### src/rtl/spat_pkg.sv
// ----------------------------------------------------------------------------
// Segment and page address translator package
// Shared types, codes and constants for the translator modules.
// ----------------------------------------------------------------------------
package spat_pkg;

    localparam int PAGE_TABLE_DEPTH = 1024;
    localparam int PT_AW            = 10;
    localparam int DESC_PRESENT_BIT = 47;
    localparam int DESC_GRAN_BIT    = 55;

    typedef enum logic [1:0] {
        K_TRANSLATE    = 2'd0,
        K_WRITE_GLOBAL = 2'd1,
        K_WRITE_LOCAL  = 2'd2,
        K_WRITE_PAGE   = 2'd3
    } t_kind;

    typedef enum logic [2:0] {
        R_NONE   = 3'd0,
        R_NULL   = 3'd1,
        R_RANGE  = 3'd2,
        R_ABSENT = 3'd3,
        R_LIMIT  = 3'd4
    } t_reason;

    typedef struct packed {
        logic clear;
        logic write;
        logic start;
        logic check;
        logic finish;
    } t_cmd;

    typedef struct packed {
        logic clear_last;
        logic out_free;
    } t_sts;

endpackage

### src/rtl/spat_ctrl.sv
// ----------------------------------------------------------------------------
// Translator controller
// State machine that sequences clearing, table writes and translations.
// ----------------------------------------------------------------------------
module spat_ctrl (
    input  logic            i_clk,
    input  logic            i_rst_n,
    input  logic            i_in_valid,
    input  spat_pkg::t_kind i_in_kind,
    input  spat_pkg::t_sts  i_sts,
    output spat_pkg::t_cmd  o_cmd,
    output logic            o_in_ready
);

    import spat_pkg::*;

    typedef enum logic [3:0] {
        ST_CLEAR = 4'b0001,
        ST_IDLE  = 4'b0010,
        ST_DESC  = 4'b0100,
        ST_PAGE  = 4'b1000
    } t_state;

    t_state r_state, n_state;

    always_comb begin
        n_state    = r_state;
        o_cmd      = '0;
        o_in_ready = 1'b0;
        case (r_state)
            ST_CLEAR: begin
                o_cmd.clear = 1'b1;
                if (i_sts.clear_last) begin
                    n_state = ST_IDLE;
                end
            end
            ST_IDLE: begin
                o_in_ready = 1'b1;
                if (i_in_valid) begin
                    if (i_in_kind == K_TRANSLATE) begin
                        o_cmd.start = 1'b1;
                        n_state     = ST_DESC;
                    end else begin
                        o_cmd.write = 1'b1;
                    end
                end
            end
            ST_DESC: begin
                o_cmd.check = 1'b1;
                n_state     = ST_PAGE;
            end
            ST_PAGE: begin
                if (i_sts.out_free) begin
                    o_cmd.finish = 1'b1;
                    n_state      = ST_IDLE;
                end
            end
            default: begin
                n_state = ST_CLEAR;
            end
        endcase
    end

    always_ff @(posedge i_clk) begin
        if (!i_rst_n) begin
            r_state <= ST_CLEAR;
        end else begin
            r_state <= n_state;
        end
    end

`ifndef SYNTHESIS
    a_check_after_start: assert property (@(posedge i_clk) disable iff (!i_rst_n)
        o_cmd.start |=> o_cmd.check)
        else $error("Descriptor check did not follow the descriptor read.");

    a_no_accept_in_clear: assert property (@(posedge i_clk) disable iff (!i_rst_n)
        o_cmd.clear |-> (!o_cmd.start && !o_cmd.write && !o_in_ready))
        else $error("Transaction taken during the clearing pass.");

    a_state_onehot: assert property (@(posedge i_clk) disable iff (!i_rst_n)
        $onehot(r_state))
        else $error("Controller state is not one-hot.");
`endif

endmodule

### config.mk
export PLATFORM = sky130hd
export DESIGN_NAME = spat_ctrl
export DESIGN_NICKNAME = d
export VERILOG_FILES = /design/src/rtl/spat_pkg.sv /design/src/rtl/spat_ctrl.sv
export SDC_FILE = /design/constraint.sdc
export NUM_CORES = 1
export LEC_CHECK = 0
export BUFFER_PORTS_ARGS = -buffer_cell sky130_fd_sc_hd__buf_2
export CAP_MARGIN = 20
export CELL_PAD_IN_SITES_DETAIL_PLACEMENT = 1
export CELL_PAD_IN_SITES_GLOBAL_PLACEMENT = 1
export CORE_AREA = 2 2 39 41
export CTS_CLUSTER_SIZE = 30
export DETAILED_ROUTE_END_ITERATION = 6
export DIE_AREA = 0 0 41 43
export PLACE_DENSITY = 0.53
export SKIP_LAST_GASP = 1
export SYNTH_ARGS = -nofsm -noshare
export SYNTH_HDL_FRONTEND = slang
export SYNTH_SLANG_ARGS = --single-unit
### constraint.sdc
create_clock -name i_clk -period 1.9 [get_ports i_clk]
set_clock_uncertainty 0.15 [all_clocks]
set_input_delay 0.19 -clock i_clk [delete_from_list [all_inputs] [get_ports i_clk]]
set_output_delay 0.19 -clock i_clk [all_outputs]
set_load 0.05 [all_outputs]
# ---- Yosys cells after proc, flatten, opt, wreduce, memory -nomap -nowiden
# Index checks and enable logic that the tools add are counted.
dict set report classes {
  n_eq_ne 8
  muxes 14
  n_reduce_logical 2
}
# operator n
set ops {}
lappend ops {{$mux 4} 4}
lappend ops {{$pmux 4 s4} 1}
lappend ops {{$ne 2x2->1 const B} 4}
lappend ops {{$mux 1} 7}
lappend ops {{$eq 4x1->1 const B} 1}
lappend ops {{$eq 4x2->1 const B} 1}
lappend ops {{$eq 4x3->1 const B} 1}
lappend ops {{$eq 4x4->1 const B} 1}
lappend ops {{$mux 2} 2}
lappend ops {{$reduce_and 4->1} 1}
lappend ops {{$logic_not 2->1} 1}
dict set report totals {
  regBits 4
  input_bits 7
  output_inout_bits 6
  elab_cells 25
}

# ---- Logic depth before layout (Yosys ltp)
dict set report depth {
  depth_word 4
  depth_mapped 4
  ltp_nobuf 3
}

# ---- Worst setup path before layout
# No wires, ideal clock.
dict set report synth_timing {
  path_kind {register to output}
  from {register r_state[3]}
  to {output port o_cmd[0] in the netlist's numbering}
  arrival_ps 2241
  t_required_ps 1560
  path_slack_ps -681
  stages_incl_launch_ff 3
  path_buffers 0
  cell_sequence {dfxtp_1 -> nand2b_1 -> nor4b_1}
}
# element line_no
set synth_rtl {}
lappend synth_rtl {{from (decl)} spat_ctrl.sv:24} ;# t_state r_state, n_state;
lappend synth_rtl {{from (signal assigned)} spat_ctrl.sv:68} ;# r_state <= n_state;
lappend synth_rtl {{to (decl)} spat_ctrl.sv:11} ;# output spat_pkg::t_cmd o_cmd,

==> key figures <==
Route
  – Via-per-instance ratio: 5.016
  – DRC: 0
  – Via count: 311
  – Drt total wl: 776 um
  – Drt first pass iters: 3
  – Routed WL per cell: 12.52 um
  – Starting DRT DRC Count: 2
  – Antenna Nets Post-Route: 0

Power
  – P_leak: 0.1583 nW
  – Internal power: 0.1881 mW
  – Logic pwr share: 0.265
  – Tot Pwr: 0.2730 mW
  – Worst vdd rail ir drop: 0.0002919 V
  – Sequential power share: 0.350
  – Net Sw Frac: 0.3111
  – Pwr Density: ~660 nW/um^2
  – Sw power: roughly 0.085 mW
  – Clock power frac: 0.385

Global route
  – Largest net degree at the start of global routing: 10
  – First-pass GRT wire length: 1317 um
  – Vias in the first global route: roughly 300
  – Initial antenna violation count: 0
  – Total Routing Usage GR: 0.1155
  – Gr ovfl total: 0

Run
  – Max Cap Viol: 0

STA
  – Setup TNS: 0 ns
  – Crit share post-route: 0.9501
  – Worst Max-Slew Pin Slew: 0.3508 ns
  – Fin crit period: 1.805 ns
  – Max-slew violation count: 0
  – Fmax: 0.5540 GHz
  – Final count of hold timing violations: 0
  – RSZ-0062 raised after global routing: no
  – # setup viols final: 0
  – Slew HR: 0.7653

Critical path
  – Worst EP required: 1.56 ns
  – Critical-path cell list: nor4b_4 -> nand3_2 -> clkinvlp_4 -> clkbuf_4
  – Worst path max stage delay: 0.39 ns
  – Crit start category: register
  – Crit end category: primary output
  – Slowest-stage cell, CP: dfxtp_1
  – Crit path DAT: 1.47 ns
  – WS Path Type: reg -> out
  – Crit path max fanout: 7
  – CP top delay family: simple AND/OR/NAND/NOR gates
  – CP bufs+invs: 2

Clock network
  – Worst skew pair latency: roughly 0.23 ns
  – # clock sinks: 4
  – H-tree depth: 1
  – Clk buf depth: 2
  – Root buffer cell: clkbuf_4
  – Postcts setup bufs: 0
  – CTS clk-pin slew, worst paths: 0.03 ns
  – CTS buffer count: 3
  – CTS tree: done

Logic synthesis
  – Seq cells post-synth: 4
  – Count of cell types in the netlist: 22
  – Synth warn: 0
  – Mapped Cells: 32
  – Synth Cell Area: 281.5 um^2
  – Syn avg cell area: 8.798 um^2
  – Area contributors post-synth: dfxtp_1, nor4b_4, a221oi_2, nor2_1, nand2b_1
  – Synth area leader: dfxtp_1
  – Yosys top cell area share: 0.2844
  – Syn_nets: 39
  – Sequential area share after synthesis: 0.2844

Final layout
  – Synthesis-to-finish area growth: 46.22%
  – Fill count: around 170
  – Non-filler cells, final: 62
  – Top Registers: r_state: 4 flops
  – Final Util: 0.2975
  – Layout Nets: 55
  – Share of layout cells above drive strength 1: 0.5652
  – Antenna diodes: 0
  – Biggest register: r_state
  – Max reg flops: 4

Placed design
  – I/O Buffers: 12
  – DP HPWL: 636.9 um
  – Placed instance count: 59
  – GPL Wtd Cong: 0.7251

Floorplanning
  – I/O Pins: 13
  – Die H: about 43 um
  – Die ar.: ~1800 um^2
  – Initial Utilization: 0.2034
  – Die Span X: 41 um
  – Num rows: 14
  – Core Area: 1384 um^2

Min path
  – Hold WC Path Type: in -> reg

Status
  – Run status: completed
==> Yosys cell counts <==
cell      count
a311oi_1      1
o22ai_1       1
nand3b_1      1
nor4_1        2
inv_1         3
dfxtp_1       4
nor2_1        4
nand2b_1      2
a211oi_1      1
nand3_1       1
nor4b_1       1
a221oi_2      1
buf_6         1
nor3_1        1
a21bo_1       1
clkbuf_2      1
a211o_2       1
o21ai_0       1
nand2_1       1
mux2i_1       1
o21a_1        1
nor4b_4       1
==> final timing paths <==
path                   start    endpoint  slack (ns)  cells after the start
setup / recovery  r_state[0]    o_cmd[2]        0.09                      4
hold / removal       i_rst_n  r_state[0]        0.03                      2
setup reg to reg  r_state[0]  r_state[1]        0.45                      3
hold reg to reg   r_state[1]  r_state[3]        0.43                      2
==> power by group through the flow <==
stage / clock network (mW) / logic, mW / registers (mW)
final: 0.105 / 0.0724 / 0.0955
after global routing: 0.124 / 0.0799 / 0.0964
after CTS: 0.112 / 0.0721 / 0.0958
after detailed placement: 0 / 0.0718 / 0.0972
after global placement: 0 / 0.0710 / 0.0967
after floorplan: 0 / 0.0571 / 0.0949
==> cell usage in the layout, fill, tap and decap left out, types with 2 or more instances in the layout <==
| cell type | netlist | final |
|---|---|---|
| clkbuf_4 | 0 | 4 |
| buf_2 | 0 | 10 |
| nor2_1 | 4 | 3 |
| dfxtp_2 | 0 | 2 |
| dfxtp_1 | 4 | 2 |
| buf_4 | 0 | 2 |
| inv_1 | 3 | 2 |
| nand2b_1 | 2 | 2 |
==> per-stage QoR <==
step                setup WS, ns  hold slack, ns  cell area [um^2]
floorplan               -0.08445          0.1162             315.3
global placement          0.2922          0.2728             377.9
detailed placement        0.2664          0.2692             377.9
CTS                     0.009669         0.02563             400.4
global route            0.008666         0.02230             411.6
finish                   0.09488         0.02831             411.6
==> timing repair <==
item | 4_1_cts | 5_1_grt
gates resized for setup | 0 | 5
hold buffers | 0 | 0
setup endpoints to repair | 0 | 3
==> logic make-up after synthesis <==
kind of cell / Yosys count / share of synthesized area
muxes: 1 / 0.03556
AOI/OAI and AO/OA: 8 / 0.2489
and+or+nand+nor: 14 / 0.3333
buffers and inverters: 5 / 0.09776
DFF: 4 / 0.2845
==> area by class of cell <==
type / count / area [um^2] / share of cell area
multi-input cells: 23 / 198.9 / 0.4833
flip-flops and latches: 4 / 82.58 / 0.2006
repair buffers: 13 / 72.57 / 0.1763
clock buffers: 3 / 22.52 / 0.05471
well taps: 16 / 20.02 / 0.04863
inverters: 3 / 15.01 / 0.03647
==> metal layers <==
layer | vias up | track usage | share of wire
met5 | - | 0 | 0
met4 | 0 | 0.02000 | 0
met3 | 0 | 0.08377 | 0.073
met2 | 12 | 0.1750 | 0.52
met1 | 152 | 0.1286 | 0.41
li1 | 147 | - | -
==> worst reg2reg max path, delay by kind of cell, from the launching register on <==
kind | cells | cell delay [ns]
compound gates | 2 | 0.59
flops | 1 | 0.39
simple gates | 1 | 0.25
No activity file was read; power rests on OpenSTA's default activity.
